[src/rtl/dcmss_pkg.sv]
// Constants, codes and lookup tables shared by the soft-start motor drive.
package dcmss_pkg;

    // Duty resolution and ramp length
    localparam int DUTY_BITS   = 10;
    localparam int RAMP_STEPS  = 20;
    localparam int STEP_W      = $clog2(RAMP_STEPS + 1);
    localparam int DUTY_FULL_I = (1 << DUTY_BITS) - 1;
    localparam logic [DUTY_BITS-1:0] DUTY_FULL = DUTY_BITS'(DUTY_FULL_I);

    // Cosine ease table: 0.5*(1-cos(pi*k/20)) in Q1.16, truncated, k = 1..20
    localparam int EASE_POINTS = 20;
    localparam int EASE_W      = 17;
    localparam int EASE_IDX_W  = $clog2(EASE_POINTS);
    typedef logic [EASE_W-1:0] ease_tab_t [EASE_POINTS];
    localparam ease_tab_t EASE_Q16 = '{
        17'd403,   17'd1603,  17'd3571,  17'd6258,  17'd9597,
        17'd13507, 17'd17891, 17'd22642, 17'd27641, 17'd32768,
        17'd37894, 17'd42893, 17'd47644, 17'd52028, 17'd55938,
        17'd59277, 17'd61964, 17'd63932, 17'd65132, 17'd65536
    };

    // Percent limits
    localparam int PCT_MAX_I = 100;
    localparam int PCT_W     = 7;
    localparam logic [PCT_W-1:0] PCT_MAX = PCT_W'(PCT_MAX_I);

    // Input opcodes
    localparam logic OP_TICK  = 1'b0;
    localparam logic OP_DRIVE = 1'b1;

    // Drive commands; codes above turn right act as stop
    localparam logic [2:0] CMD_STOP  = 3'd0;
    localparam logic [2:0] CMD_FWD   = 3'd1;
    localparam logic [2:0] CMD_REV   = 3'd2;
    localparam logic [2:0] CMD_LEFT  = 3'd3;
    localparam logic [2:0] CMD_RIGHT = 3'd4;

    // Channel enables, bit 0 left fwd, 1 left rev, 2 right fwd, 3 right rev
    localparam logic [3:0] EN_FWD   = 4'b0101;
    localparam logic [3:0] EN_REV   = 4'b1010;
    localparam logic [3:0] EN_LEFT  = 4'b0100;
    localparam logic [3:0] EN_RIGHT = 4'b0001;

    // Configuration register indexes
    localparam int CFG_ADDR_W = 3;
    localparam int CFG_DATA_W = 12;
    localparam logic [CFG_ADDR_W-1:0] CFG_FLOOR_PCT = 3'd0;
    localparam logic [CFG_ADDR_W-1:0] CFG_ACCEL     = 3'd1;
    localparam logic [CFG_ADDR_W-1:0] CFG_COAST     = 3'd2;
    localparam logic [CFG_ADDR_W-1:0] CFG_DM_TMO    = 3'd3;
    localparam logic [CFG_ADDR_W-1:0] CFG_DM_PERIOD = 3'd4;

    // Register reset values
    localparam logic [PCT_W-1:0] RST_FLOOR_PCT = 7'd65;
    localparam logic [7:0]       RST_ACCEL     = 8'd15;
    localparam logic [7:0]       RST_COAST     = 8'd80;
    localparam logic [11:0]      RST_DM_TMO    = 12'd800;
    localparam logic [9:0]       RST_DM_PERIOD = 10'd100;
    localparam logic [11:0]      IDLE_SAT      = 12'hFFF;

    // Percent to duty: p * full / 100, truncated
    typedef logic [DUTY_BITS-1:0] pct_duty_tab_t [PCT_MAX_I + 1];

    function automatic pct_duty_tab_t build_pct_duty();
        pct_duty_tab_t t;
        for (int p = 0; p <= PCT_MAX_I; p++) begin
            t[p] = DUTY_BITS'((p * DUTY_FULL_I) / 100);
        end
        return t;
    endfunction

    localparam pct_duty_tab_t PCT_DUTY = build_pct_duty();

    // Ramp step to ease point index: ceil(s*20/RAMP_STEPS) - 1, clamped
    typedef logic [EASE_IDX_W-1:0] step_point_tab_t [2**STEP_W];

    function automatic step_point_tab_t build_step_points();
        step_point_tab_t t;
        int idx;
        for (int s = 0; s < 2**STEP_W; s++) begin
            idx = (s * EASE_POINTS + RAMP_STEPS - 1) / RAMP_STEPS;
            if (idx < 1) idx = 1;
            if (idx > EASE_POINTS) idx = EASE_POINTS;
            t[s] = EASE_IDX_W'(idx - 1);
        end
        return t;
    endfunction

    localparam step_point_tab_t STEP_POINT = build_step_points();

    // Stream widths
    localparam int S_TDATA_W = 16;
    localparam int M_FIELD_W = 4 * DUTY_BITS + 5;
    localparam int M_TDATA_W = ((M_FIELD_W + 7) / 8) * 8;

endpackage

[src/rtl/dc_motor_soft_start_drive.sv]
// Soft-start drive for two H-bridge motors: command stream in, duty stream out.
//
// Input stream (s_*): one transaction is either a 1 ms tick (s_tuser = 0) or
// a drive command (s_tuser = 1) with command code and speed percent in tdata.
// Output stream (m_*): exactly one transaction per input transaction, in
// order, carrying the four channel duties and the status after that item.
// Configuration (cfg_*): register writes, always ready; write only while
// the block is idle.
//
// An item in the input register has its result on m_tdata once it moves into
// the state/result register. Throughput: one item per cycle while the receiver
// does not stall; the input and state/result registers form a two-stage
// pipeline, so a new item is taken while a result waits. The ramp arithmetic
// (one table lookup, one 10 x 17 multiply and an add) sits between them.
//
// Reset (aresetn low, synchronous): configuration returns to its defaults,
// all duties go to zero, the sequence is idle and no result is pending.
// When the receiver stalls, one result and one further input item are held;
// s_tready then drops until the result is taken.
module dc_motor_soft_start_drive (
    input  logic                              aclk,
    input  logic                              aresetn,
    // tdata: command [2:0], speed [10:3], zero fill
    input  logic [dcmss_pkg::S_TDATA_W-1:0]   s_tdata,
    // tuser: opcode [0]
    input  logic [0:0]                        s_tuser,
    input  logic                              s_tvalid,
    output logic                              s_tready,
    // tdata: left forward duty [9:0], left reverse duty [19:10],
    //        right forward duty [29:20], right reverse duty [39:30],
    //        busy_res [40], active [41], current_command [44:42], zero fill
    output logic [dcmss_pkg::M_TDATA_W-1:0]   m_tdata,
    output logic                              m_tvalid,
    input  logic                              m_tready,
    input  logic                              cfg_valid,
    output logic                              cfg_ready,
    input  logic [dcmss_pkg::CFG_ADDR_W-1:0]  cfg_addr,
    input  logic [dcmss_pkg::CFG_DATA_W-1:0]  cfg_wdata
);
    import dcmss_pkg::*;

    typedef enum logic [1:0] {
        PH_IDLE,
        PH_COAST,
        PH_LEFT,
        PH_RIGHT
    } phase_t;

    typedef logic [DUTY_BITS-1:0] duty_t;

    // Configuration registers
    logic [7:0]           accel_reg;
    logic [7:0]           coast_reg;
    logic [11:0]          dm_tmo_reg;
    logic [9:0]           dm_period_reg;
    duty_t                floor_max_reg, floor_max_next;

    // Input stage
    logic                 in_valid_reg;
    logic                 in_opcode_reg;
    logic [2:0]           in_command_reg;
    logic [7:0]           in_speed_reg;

    // Drive state, which is also the result register
    logic                 out_valid_reg;
    logic [2:0]           cmd_reg, cmd_next;
    logic [7:0]           speed_reg, speed_next;
    logic                 active_reg, active_next;
    logic [11:0]          idle_reg, idle_next;
    logic [9:0]           check_reg, check_next;
    phase_t               phase_reg, phase_next;
    logic [STEP_W-1:0]    step_reg, step_next;
    logic [7:0]           wait_reg, wait_next;
    duty_t                duty_reg [4];
    duty_t                duty_next [4];
    duty_t                target_reg, target_next;
    duty_t                floor_reg, floor_next;
    logic [3:0]           enable_reg, enable_next;

    // Working signals
    logic                 proc;
    logic                 cmd_is_stop;
    logic [PCT_W-1:0]     speed_clamp;
    logic [PCT_W-1:0]     cfg_pct;
    duty_t                new_target, new_floor;
    logic [3:0]           new_enable;
    duty_t                lvl_target, lvl_floor, lvl_diff, level;
    logic [STEP_W-1:0]    lvl_step;
    logic [DUTY_BITS+EASE_W-1:0] lvl_prod;
    logic [DUTY_BITS:0]   lvl_sum;
    logic [3:0]           wr_en;
    logic [7:0]           step_gap, wait_dec;
    logic [9:0]           dm_period, check_inc;
    logic [11:0]          idle_inc;

    // Handshakes: the input register refills as it drains
    assign proc      = in_valid_reg && (!out_valid_reg || m_tready);
    assign s_tready  = !in_valid_reg || proc;
    assign cfg_ready = 1'b1;
    assign m_tvalid  = out_valid_reg;

    // Pack the result from the state registers
    assign m_tdata = {{(M_TDATA_W - M_FIELD_W){1'b0}}, cmd_reg, active_reg,
                      (phase_reg != PH_IDLE), duty_reg[3], duty_reg[2],
                      duty_reg[1], duty_reg[0]};

    // Floor limit follows the floor percent register, clamped to 100
    assign cfg_pct        = cfg_wdata[PCT_W-1:0] > PCT_MAX ? PCT_MAX : cfg_wdata[PCT_W-1:0];
    assign floor_max_next = PCT_DUTY[cfg_pct];

    // Decode a drive command into target, floor and enables
    always_comb begin
        cmd_is_stop = (in_command_reg == CMD_STOP) || (in_command_reg > CMD_RIGHT);
        speed_clamp = in_speed_reg > 8'(PCT_MAX) ? PCT_MAX : in_speed_reg[PCT_W-1:0];
        unique case (in_command_reg)
            CMD_FWD:   new_enable = EN_FWD;
            CMD_REV:   new_enable = EN_REV;
            CMD_LEFT:  new_enable = EN_LEFT;
            CMD_RIGHT: new_enable = EN_RIGHT;
            default:   new_enable = 4'b0000;
        endcase
        if (in_command_reg == CMD_FWD || in_command_reg == CMD_REV) begin
            new_target = PCT_DUTY[speed_clamp];
        end else begin
            new_target = DUTY_FULL;
        end
        new_floor = new_target < floor_max_reg ? new_target : floor_max_reg;
    end

    // Ramp level for the step that this item writes
    always_comb begin
        if (in_opcode_reg == OP_DRIVE) begin
            lvl_target = new_target;
            lvl_floor  = new_floor;
            lvl_step   = STEP_W'(1);
            wr_en      = new_enable;
        end else begin
            lvl_target = target_reg;
            lvl_floor  = floor_reg;
            wr_en      = enable_reg;
            unique case (phase_reg)
                PH_LEFT:  lvl_step = step_reg;
                PH_RIGHT: lvl_step = step_reg + STEP_W'(1);
                default:  lvl_step = STEP_W'(1);
            endcase
        end
        lvl_diff = lvl_target - lvl_floor;
        lvl_prod = {{EASE_W{1'b0}}, lvl_diff} *
                   {{DUTY_BITS{1'b0}}, EASE_Q16[STEP_POINT[lvl_step]]};
        lvl_sum  = {1'b0, lvl_floor} + {1'b0, lvl_prod[DUTY_BITS+15:16]};
        level    = lvl_sum[DUTY_BITS-1:0];
    end

    // Timer helpers
    assign step_gap  = accel_reg == 8'd0 ? 8'd1 : accel_reg;
    assign dm_period = dm_period_reg == 10'd0 ? 10'd1 : dm_period_reg;
    assign wait_dec  = wait_reg != 8'd0 ? wait_reg - 8'd1 : 8'd0;
    assign idle_inc  = idle_reg != IDLE_SAT ? idle_reg + 12'd1 : idle_reg;
    assign check_inc = check_reg + 10'd1;

    // Next drive state for the item in the input register
    always_comb begin
        cmd_next    = cmd_reg;
        speed_next  = speed_reg;
        active_next = active_reg;
        idle_next   = idle_reg;
        check_next  = check_reg;
        phase_next  = phase_reg;
        step_next   = step_reg;
        wait_next   = wait_reg;
        target_next = target_reg;
        floor_next  = floor_reg;
        enable_next = enable_reg;
        for (int k = 0; k < 4; k++) begin
            duty_next[k] = duty_reg[k];
        end

        if (in_opcode_reg == OP_DRIVE) begin
            if (cmd_is_stop) begin
                // Stop: drop everything
                active_next = 1'b0;
                cmd_next    = CMD_STOP;
                speed_next  = 8'd0;
                phase_next  = PH_IDLE;
                wait_next   = 8'd0;
                step_next   = '0;
                for (int k = 0; k < 4; k++) duty_next[k] = '0;
            end else begin
                idle_next   = 12'd0;
                active_next = 1'b1;
                if (in_command_reg != cmd_reg || in_speed_reg != speed_reg) begin
                    cmd_next    = in_command_reg;
                    speed_next  = in_speed_reg;
                    target_next = new_target;
                    floor_next  = new_floor;
                    enable_next = new_enable;
                    priority if (new_target == '0) begin
                        // Zero target: all off, no ramp
                        for (int k = 0; k < 4; k++) duty_next[k] = '0;
                        phase_next = PH_IDLE;
                        wait_next  = 8'd0;
                        step_next  = '0;
                    end else if (cmd_reg != CMD_STOP && cmd_reg != in_command_reg &&
                                 coast_reg != 8'd0) begin
                        // Direction change with coast
                        for (int k = 0; k < 4; k++) duty_next[k] = '0;
                        phase_next = PH_COAST;
                        wait_next  = coast_reg;
                        step_next  = '0;
                    end else begin
                        // Start the ramp on the left pair
                        if (cmd_reg != CMD_STOP && cmd_reg != in_command_reg) begin
                            duty_next[2] = '0;
                            duty_next[3] = '0;
                        end
                        duty_next[0] = wr_en[0] ? level : '0;
                        duty_next[1] = wr_en[1] ? level : '0;
                        step_next    = STEP_W'(1);
                        phase_next   = PH_LEFT;
                        wait_next    = step_gap;
                    end
                end
            end
        end else begin
            idle_next = idle_inc;
            // Advance the ramp when its wait runs out
            if (phase_reg != PH_IDLE) begin
                wait_next = wait_dec;
                if (wait_dec == 8'd0) begin
                    unique case (phase_reg)
                        PH_COAST: begin
                            duty_next[0] = wr_en[0] ? level : '0;
                            duty_next[1] = wr_en[1] ? level : '0;
                            step_next    = STEP_W'(1);
                            phase_next   = PH_LEFT;
                            wait_next    = step_gap;
                        end
                        PH_LEFT: begin
                            duty_next[2] = wr_en[2] ? level : '0;
                            duty_next[3] = wr_en[3] ? level : '0;
                            phase_next   = PH_RIGHT;
                            wait_next    = step_gap;
                        end
                        PH_RIGHT: begin
                            if (step_reg >= STEP_W'(RAMP_STEPS)) begin
                                for (int k = 0; k < 4; k++) begin
                                    duty_next[k] = wr_en[k] ? target_reg : '0;
                                end
                                phase_next = PH_IDLE;
                                wait_next  = 8'd0;
                            end else begin
                                duty_next[0] = wr_en[0] ? level : '0;
                                duty_next[1] = wr_en[1] ? level : '0;
                                step_next    = step_reg + STEP_W'(1);
                                phase_next   = PH_LEFT;
                                wait_next    = step_gap;
                            end
                        end
                        default: begin
                            phase_next = PH_IDLE;
                        end
                    endcase
                end
            end
            // Deadman check
            check_next = check_inc;
            if (check_inc >= dm_period) begin
                check_next = 10'd0;
                if (active_reg && idle_inc >= dm_tmo_reg) begin
                    active_next = 1'b0;
                    cmd_next    = CMD_STOP;
                    speed_next  = 8'd0;
                    phase_next  = PH_IDLE;
                    wait_next   = 8'd0;
                    step_next   = '0;
                    for (int k = 0; k < 4; k++) duty_next[k] = '0;
                end
            end
        end
    end

    // Hold configuration, input stage and drive state
    always_ff @(posedge aclk) begin
        if (!aresetn) begin
            accel_reg     <= RST_ACCEL;
            coast_reg     <= RST_COAST;
            dm_tmo_reg    <= RST_DM_TMO;
            dm_period_reg <= RST_DM_PERIOD;
            floor_max_reg <= PCT_DUTY[RST_FLOOR_PCT];
            in_valid_reg  <= 1'b0;
            out_valid_reg <= 1'b0;
            cmd_reg       <= CMD_STOP;
            speed_reg     <= 8'd0;
            active_reg    <= 1'b0;
            idle_reg      <= 12'd0;
            check_reg     <= 10'd0;
            phase_reg     <= PH_IDLE;
            step_reg      <= '0;
            wait_reg      <= 8'd0;
            target_reg    <= '0;
            floor_reg     <= '0;
            enable_reg    <= 4'b0000;
            for (int k = 0; k < 4; k++) duty_reg[k] <= '0;
        end else begin
            // Register writes
            if (cfg_valid && cfg_ready) begin
                unique case (cfg_addr)
                    CFG_FLOOR_PCT: floor_max_reg <= floor_max_next;
                    CFG_ACCEL:     accel_reg     <= cfg_wdata[7:0];
                    CFG_COAST:     coast_reg     <= cfg_wdata[7:0];
                    CFG_DM_TMO:    dm_tmo_reg    <= cfg_wdata[11:0];
                    CFG_DM_PERIOD: dm_period_reg <= cfg_wdata[9:0];
                    default: ;
                endcase
            end

            // Input stage
            if (s_tready) begin
                in_valid_reg <= s_tvalid;
            end
            if (s_tvalid && s_tready) begin
                in_opcode_reg  <= s_tuser[0];
                in_command_reg <= s_tdata[2:0];
                in_speed_reg   <= s_tdata[10:3];
            end

            // Result valid
            if (proc) begin
                out_valid_reg <= 1'b1;
            end else if (m_tready) begin
                out_valid_reg <= 1'b0;
            end

            // State update
            if (proc) begin
                cmd_reg    <= cmd_next;
                speed_reg  <= speed_next;
                active_reg <= active_next;
                idle_reg   <= idle_next;
                check_reg  <= check_next;
                phase_reg  <= phase_next;
                step_reg   <= step_next;
                wait_reg   <= wait_next;
                target_reg <= target_next;
                floor_reg  <= floor_next;
                enable_reg <= enable_next;
                for (int k = 0; k < 4; k++) duty_reg[k] <= duty_next[k];
            end
        end
    end

    // A running sequence always belongs to an active command
    a_busy_active: assert property (@(posedge aclk) disable iff (!aresetn)
        (phase_reg != PH_IDLE) |-> active_reg)
        else $error("ramp or coast running without an active command");

    // Stopped means all channels off
    a_stop_zero: assert property (@(posedge aclk) disable iff (!aresetn)
        (cmd_reg == CMD_STOP) |-> (!active_reg && duty_reg[0] == '0 &&
        duty_reg[1] == '0 && duty_reg[2] == '0 && duty_reg[3] == '0))
        else $error("stopped drive with a channel still on");

    // Coasting keeps every channel at zero
    a_coast_zero: assert property (@(posedge aclk) disable iff (!aresetn)
        (phase_reg == PH_COAST) |-> (duty_reg[0] == '0 && duty_reg[1] == '0 &&
        duty_reg[2] == '0 && duty_reg[3] == '0))
        else $error("channel driven during coast");

    // A waiting input item is kept until it is processed
    a_in_hold: assert property (@(posedge aclk) disable iff (!aresetn)
        (in_valid_reg && !proc) |=> (in_valid_reg && $stable(in_command_reg) &&
        $stable(in_speed_reg) && $stable(in_opcode_reg)))
        else $error("pending input item lost or changed");

    // Drive state only moves when a result is produced
    a_state_hold: assert property (@(posedge aclk) disable iff (!aresetn)
        (!proc) |=> ($stable(phase_reg) && $stable(idle_reg) && $stable(check_reg)))
        else $error("drive state changed without a transaction");

endmodule

[config.mk]
export PLATFORM = sky130hd
export DESIGN_NAME = dc_motor_soft_start_drive
export DESIGN_NICKNAME = d
export VERILOG_FILES = /design/src/rtl/dcmss_pkg.sv /design/src/rtl/dc_motor_soft_start_drive.sv
export SDC_FILE = /design/constraint.sdc
export NUM_CORES = 1
export LEC_CHECK = 0
export BUFFER_PORTS_ARGS = -buffer_cell sky130_fd_sc_hd__buf_2
export CAP_MARGIN = 20
export CELL_PAD_IN_SITES_DETAIL_PLACEMENT = 0
export CELL_PAD_IN_SITES_GLOBAL_PLACEMENT = 2
export CORE_MARGIN = 1.5
export CORE_UTILIZATION = 41
export CTS_CLUSTER_DIAMETER = 50
export DETAILED_ROUTE_END_ITERATION = 10
export PLACE_DENSITY = 0.84
export SYNTH_ARGS = -nofsm -noshare
export SYNTH_HDL_FRONTEND = slang
export SYNTH_SLANG_ARGS = --single-unit
[constraint.sdc]
create_clock -name aclk -period 33.4 [get_ports aclk]
set_clock_uncertainty 0.15 [all_clocks]
set_input_delay 6.68 -clock aclk [delete_from_list [all_inputs] [get_ports aclk]]
set_output_delay 6.68 -clock aclk [all_outputs]
set_load 0.005 [all_outputs]
Yosys cells after proc, flatten, opt, wreduce, memory -nomap -nowiden
Memory sizes are Yosys's and may differ from the RTL's. A register that Yosys moved wholly into a read port is not among the register bits. Cells that the tools add are included.

Add/subtract/negate cells: 6. $mul: 1. Order comparisons: 10. Equality and inequality tests: 17. Mux-type cells: 102. Bitwise logic cells: 10. Reductions and logical operators: 39.

Operators by type and width (number): 40-bit two-way mux (9); 10-bit two-way mux (20); 8-bit two-way mux (17); 20-bit one-hot mux with 2 select lines (2); 20-bit two-way mux (3); 5-bit two-way mux (11); 12-bit two-way mux (3); 17-bit two-way mux (2); 10-bit by 17-bit multiplier with 26-bit output (1); 10-bit logical NOT (2); 2-bit two-way mux (10); 5-bit one-hot mux with 2 select lines (2); 2-bit AND reduction (9); 8-bit logical NOT (2); 7-bit NOT with 8-bit output (2); 4-bit one-hot mux with 4 select lines (1); 8-bit one-hot mux with 2 select lines (1); 8-bit nonzero test (2); 3-bit two-way mux (5); 7-bit two-way mux (2); 12-bit by 1-bit adder with 12-bit output, second input constant (1); 3-bit by 2-bit == test with 1-bit output, second input constant (4); 12-bit >= comparator (1); 6-bit >= comparator, second input constant (2); other kinds (36) (71).

Flip-flop bits (word level): 125. Memory bits (writable): 40. ROM bits: 3264. Output and inout bits: 51. Memories kept: 5.

Memory list: (name not given) (words 128, bits a word 10, rd ports 1, clocked after memory_dff 0, wr ports 0, RTL line dc_motor_soft_start_drive.sv:123) `new_target = PCT_DUTY[speed_clamp];`; (name not given) (words 128, bits a word 10, rd ports 1, clocked after memory_dff 1, wr ports 0, RTL line dc_motor_soft_start_drive.sv:109) `assign floor_max_next = PCT_DUTY[cfg_pct];`; (name not given) (words 32, bits a word 17, rd ports 1, clocked after memory_dff 0, wr ports 0, RTL line dc_motor_soft_start_drive.sv:149) `{{DUTY_BITS{1'b0}}, EASE_Q16[STEP_POINT[lvl_step]]};`; (name not given) (words 32, bits a word 5, rd ports 1, clocked after memory_dff 0, wr ports 0, RTL line dc_motor_soft_start_drive.sv:149); duty_reg (words 4, bits a word 10, rd ports 4, clocked after memory_dff 0, wr ports 4, RTL line dc_motor_soft_start_drive.sv:74) `duty_t duty_reg [4];`.

Longest topological paths before layout
Gate-level depths: netlist of the first run.

Depth in word-level cells: 22. Depth in mapped cells: 68. Depth with buffers taken out: 65.

Least setup slack after synthesis of the first run
No wires, ideal clock.

Kind: input to output. Start point: input port m_tready. End point: output port s_tready. Data arrival time: 6.987 ns. Required time: 26.570 ns. Slack: 19.583 ns. Stages on the path: 2. Buffers on the path: 0. Cell sequence: nor2b_1 > nand2_1.

Longest elaborated chain between the ends: 3.

Ends and longest elaborated chain: start: declaration (RTL line dc_motor_soft_start_drive.sv:34) `input logic m_tready,`; 1-bit logical OR (RTL line dc_motor_soft_start_drive.sv:97) `assign proc = in_valid_reg && (!out_valid_reg || m_tready);`; 1-bit logical AND (RTL line dc_motor_soft_start_drive.sv:97); 1-bit logical OR (RTL line dc_motor_soft_start_drive.sv:98) `assign s_tready = !in_valid_reg || proc;`; end: declaration (RTL line dc_motor_soft_start_drive.sv:28) `output logic s_tready,`.

Every way passes these cells.

==> run summary, run 1 <==
status = complete, no violations
RR Startpoint = in_speed_reg[6]
Post-DP Area = 0.0207 mm^2
YS warnings = 0
Main synth FF type = dfxtp_1
Skew-Pair Late Insertion Delay = 0.45 ns
worst hold start = dm_tmo_reg[2]
critical path peak fanout = 17
Post-CTS Setup Bufs = 0
initial antenna violation count = 0
Worst Hold Slack = 0.319 ns
Area Overhead vs Synth = 6.53%
Cells after Synth = 2,566
sum of negative setup slack = 0 ns
Global Route Usage Sum = 25.0%
die width = 224 um
Max Buffers Root-to-Sink = 2
DRT iter0 DRCs = 1,324
leakage = 9.27 nW
largest net degree at the start of global routing = 83
Pwr per Cell Area = 50.6 mW/mm^2
CTS H-tree depth = 4
ratio of cells with drive above 1 in the final layout = 8.36%
Final Setup Violations = 0
TritonCTS Buffers = 17
CTS clock-pin slew for the worst setup and hold paths = 0.07 ns
Avg Inst Size Synth = 7.79 um^2
met1 usage = 32.5%
Die ar. = 0.0501 mm^2
Worst Hold Class = reg2reg
CTS root buf = clkbuf_16
Total Nets Final = 2,850
CP Capture Type = flip-flop
synthesized flop and latch total = 174
crit-path max cell delay = 0.73 ns
met2 usage = 42.1%
RSZ-0062 raised after global routing = no
Via Count = 18,400
I/O pins = 88
Residual DRC = 0
Synth cell types = 106
Die H = 224 um
CP Data Required Time = 33.46 ns
PostCTS Resize Cnt = 0
WL per Instance = 19.6 um
first-pass GRT wire length = 99.4 mm
FF-to-FF path depth = 56
post-route minimum period = 16.51 ns
max reg flops = 40
GRT overflow = 0
Core ar. = 0.0479 mm^2
Worst EP arrival = 16.57 ns
Peak supply drop = 0.0557 mV
slew margin rel. = 28.8%
Post-Place Cells = 3,133
Hold Crit Depth = 2
fin util = 44.4%
period utilisation layout = 49.4%
EDFF count, synth = 52
drt first pass iters = 5
max-slew violations = 0
gr busiest metal = met2
num rows = 80
Mapped Area = 0.0200 mm^2
Initial Utilization = 41.7%
Post-Route WL = 62.0 mm
Pwr Total = 1.08 mW
Sink Count = 174
ys async rst share = 0%
Finished Layout Cells = 3,164
vias per inst = 5.82
fill count = 4,919
Crit Path Class = reg2reg
gp weighted congestion = 0.892
design area = 0.0213 mm^2
CTS tree = built
# hold bufs at CTS = 0
Seq/Total Area, Yosys = 20.0%
Fmax = 60.6 MHz
post-route worst setup slack = 16.89 ns
n_diodes = 0
max-cap violation count = 0
Critical Path Source = in_speed_reg[6]
final hold vios = 0
slowest CP cell = ha_1
Slew @ Worst Pin = 1.06 ns
Antenna Violating Nets Remaining = 0
DP Worst Slack = 16.89 ns
CP startpoint kind = flip-flop
detailed placement HPWL = 46.6 mm
vias in the first global route = 17,800
# port buffers = 78
global-route met3 utilization = 2.79%
==> layout make-up <==
cell class	instances	area [um^2]	share of cell area, %
multi-input cells	2000	14500	67.9
well taps	615	769	3.61
clock inverters	11	108	0.505
clock buffers	20	457	2.15
repair buffers	108	616	2.89
flip-flops and latches	174	4000	18.8
inverters	236	886	4.16
==> worst paths after layout <==
check	endpoint	slack (ns)
worst min-delay path	dm_tmo_reg[2]	0.32
worst min register to register	dm_tmo_reg[2]	0.32
worst max register to register	duty_reg[2][9]	16.89
worst max-delay path	duty_reg[2][9]	16.89
==> cell families after synthesis <==
logic type | share of synthesized area [%]
AO/OA/AOI/OAI | 23.6
XOR/XNOR | 3.06
adder cells (fa/ha/maj) | 21.7
buffers and inverters | 7.83
flip-flops | 20.0
multiplexers | 2.72
other | 0.0376
AND/OR/NAND/NOR | 21.0
==> per-layer routing <==
layer,vias up,share of wire (%)
li1,8852,-
met3,98,4.8
met5,-,0
met4,0,3.7
met2,537,48
met1,8943,44
==> synthesized netlist by cell type, types with 20 or more instances <==
cell,instances,share of area (%)
nor3_1,43,1.1
inv_1,233,4.4
and3_1,21,0.66
mux2i_1,40,2.0
xnor2_1,33,1.4
clkbuf_1,109,2.0
nand3_1,34,0.85
a211oi_1,32,1.2
a21o_1,27,1.0
a21boi_0,30,1.1
ha_1,158,9.9
nor2_1,259,4.9
nor2b_1,43,1.3
xor2_1,33,1.4
nand2_1,319,6.0
o21ai_0,142,3.6
o211ai_1,28,1.1
a22oi_1,42,1.6
edfxtp_1,52,7.8
a22o_1,20,0.88
dfxtp_1,122,12
and2_1,20,0.63
a31oi_1,22,0.69
fa_1,118,12
a21oi_1,177,4.4
o22ai_1,29,0.91
nand2b_1,56,1.8
==> critical path, delay by kind of cell (launching register included) <==
| kind | cells | cell delay (ns) |
|---|---|---|
| XOR/XNOR | 4 | 1.23 |
| buffers and inverters | 5 | 0.27 |
| flip-flops | 1 | 0.67 |
| AND/OR/NAND/NOR | 14 | 2.95 |
| multiplexers | 1 | 0.47 |
| adder cells (fa/ha/maj) | 10 | 4.44 |
| AO/OA/AOI/OAI | 22 | 6.03 |
==> power by group <==
| group | switching, mW | leakage [nW] | internal [mW] |
|---|---|---|---|
| clock network | 0.0920 | 0.285 | 0.107 |
| logic | 0.398 | 7.46 | 0.246 |
| registers | 0.00806 | 1.53 | 0.225 |
| total | 0.498 | 9.27 | 0.579 |
==> cell usage in the layout, fill, tap and decap left out, drive strengths merged, types with 43 or more instances in the layout <==
cell type,netlist,routed
a21oi,181,181
a22oi,44,44
buf,47,108
dfxtp,122,122
edfxtp,52,52
fa,118,118
ha,158,158
inv,235,242
nand2,320,320
nand2b,56,56
nor2,261,261
nor2b,43,43
nor3,44,44
o21ai,150,150
(Power assumes the default switching activity.)
==> run 2, diff against run 1 <==
CORE_UTILIZATION = 39   (was 41)
PLACE_DENSITY = 0.8   (was 0.84)
clock period = 15.4 ns   (was 33.4 ns; I/O delays follow)
==> run 2 against run 1 <==
Against the previous run: utilization down 0.91 points; total power up 120%; sequential power increased by 120%; routed wire length up 2.1%; first-iteration DRC count decreased by 3.5%; combinational power up 120%; sequential share of layout area fell by 0.53 points; highest routed layer unchanged.
==> run summary, run 2 (synthesis gave the netlist of run 1 again) <==
max-slew violations = 0
CTS clock-pin slew for the worst setup and hold paths = 0.08 ns
Initial Utilization = 39.7%
vias in the first global route = 18,200
Antenna Violating Nets Remaining = 0
largest net degree at the start of global routing = 74
num rows = 82
ratio of cells with drive above 1 in the final layout = 10.8%
gp weighted congestion = 0.923
max reg flops = 40
Skew-Pair Late Insertion Delay = 0.45 ns
most frequent cells in the layout = 319 x nand2_1, 259 x nor2_1, 232 x inv_1
sum of negative setup slack = 0 ns
TritonCTS Buffers = 17
most used cell, CP = fa_1
DRT iter0 DRCs = 1,277
RSZ-0062 raised after global routing = no
CTS tree = built
Sink Count = 174
commonest non-fill, non-tap cell in the layout = nand2_1
Peak supply drop = 0.0877 mV
Post-Route WL = 63.3 mm
CTS H-tree depth = 4
first-pass GRT wire length = 102 mm
Worst EP arrival = 14.51 ns
GRT overflow = 0
Reg2Reg Setup Slack = 0.95 ns
# hold bufs at CTS = 0
CP Data Required Time = 15.46 ns
clock group share of total power = 18.8%
Net Sw Power = 1.10 mW
Reg2Reg Capture Point = duty_reg[2][9]
Worst Hold Class = reg2reg
FF+latch area = 0.00400 mm^2
detailed placement HPWL = 48.2 mm
# port buffers = 78
Max Buffers Root-to-Sink = 2
I/O pins = 88
CP startpoint kind = flip-flop
Total Nets Final = 2,909
FF-to-FF path depth = 61
vias per inst = 5.62
status = complete, no violations
die width = 229 um
Slew @ Worst Pin = 1.04 ns
crit-path max cell delay = 0.51 ns
post-route minimum period = 14.45 ns
post-route worst setup slack = 0.948 ns
slew margin rel. = 30.6%
Residual DRC = 0
Pwr per Cell Area = 110 mW/mm^2
DP Worst Slack = 0.703 ns
CTS root buf = clkbuf_16
CP Capture Type = flip-flop
Crit Path Class = reg2reg
drt first pass iters = 7
max-cap violation count = 0
Crit path depth = 61
Fmax = 69.2 MHz
Die ar. = 0.0526 mm^2
worst path bufs/invs = 7
critical path peak fanout = 8
Final Setup Violations = 0
leakage = 9.59 nW
Critical Path Source = in_speed_reg[4]
worst setup path end = duty_reg[2][9]
multi-input logic area = 0.0145 mm^2
WL per Instance = 19.3 um
slowest CP cell = fa_1
initial antenna violation count = 0
Die H = 229 um
period utilisation layout = 93.8%
internal power = 1.31 mW
Worst Hold Slack = 0.316 ns
fill count = 5,207
Core ar. = 0.0504 mm^2
RR Startpoint = in_speed_reg[4]
switching share of total power = 45.6%
Area Overhead vs Synth = 9.62%
combinational group share of total power = 60.3%
Via Count = 18,400
final hold vios = 0
crit-path leading delay family = compound AO/OA/AOI/OAI gates
Global Route Usage Sum = 24.2%
Flop pwr share = 20.9%
n_diodes = 0
-- run 2: changes by cell type in the layout (fill, tap and decap cells not counted), moves of 3 or more --
cell   delta
ha_1      -3
inv_4     -3
buf_4    +58
inv_8     +3
-- run 2: timing repair --
item	4_1_cts	5_1_grt
setup endpoints to repair	0	10
gates resized for setup	0	12
buffers inserted	0	3
-- run 2: stage by stage --
step	total power, mW	instance area, um^2	util, %	cells
after global routing	2.66	21900	43.5	3281
after detailed placement	1.97	21200	42.1	3245
after global placement	1.95	21200	42.1	3245
after CTS	2.43	21800	43.3	3277
final	2.41	21900	43.5	3281
after floorplan	1.50	20000	-	2568
-- run 2: area by class of cell --
| class | instances | share of cell area (%) |
|---|---|---|
| clock buffer | 19 | 2.07 |
| clock inverter | 13 | 0.662 |
| inverter | 236 | 4.04 |
| multi-input combinational | 2000 | 66.2 |
| sequential | 174 | 18.3 |
| tap | 672 | 3.84 |
| timing repair buffer | 167 | 4.89 |
-- run 2: worst min-delay path, cell delays in order (launching register included) --
cell and delay [ns]:
dfxtp_1 0.31, nand2_1 0.04, a21boi_0 0.06
-- run 2: power by group through the flow --
stage	logic, mW	clock network, mW	registers (mW)
6_report	1.45	0.454	0.504
5_1_grt	1.67	0.480	0.506
4_1_cts	1.46	0.464	0.505
3_5_place_dp	1.45	0	0.516
3_3_place_gp	1.44	0	0.515
2_1_floorplan	0.991	0	0.509
-- run 2: per-layer routing --
layer / vias to the layer above / global-route usage (%) / wire [um]
met3: 66 / 1.69 / 2050
met5: - / 0 / 0
met4: 0 / 7.44 / 1540
met2: 396 / 41.7 / 31000
li1: 8972 / - / -
met1: 9003 / 32.2 / 28700
-- run 2: worst min-delay path by stage --
stage                     cells past startpoint               end              from  slack, ns
after floorplan                               2      accel_reg[0]      accel_reg[0]       0.29
after global placement                        2  dm_period_reg[0]  dm_period_reg[0]       0.30
after detailed placement                      2     dm_tmo_reg[2]     dm_tmo_reg[2]       0.31
after CTS                                     2     dm_tmo_reg[2]     dm_tmo_reg[2]       0.32
after global routing                          2  dm_period_reg[4]  dm_period_reg[4]       0.34
final                                         2     dm_tmo_reg[2]     dm_tmo_reg[2]       0.32
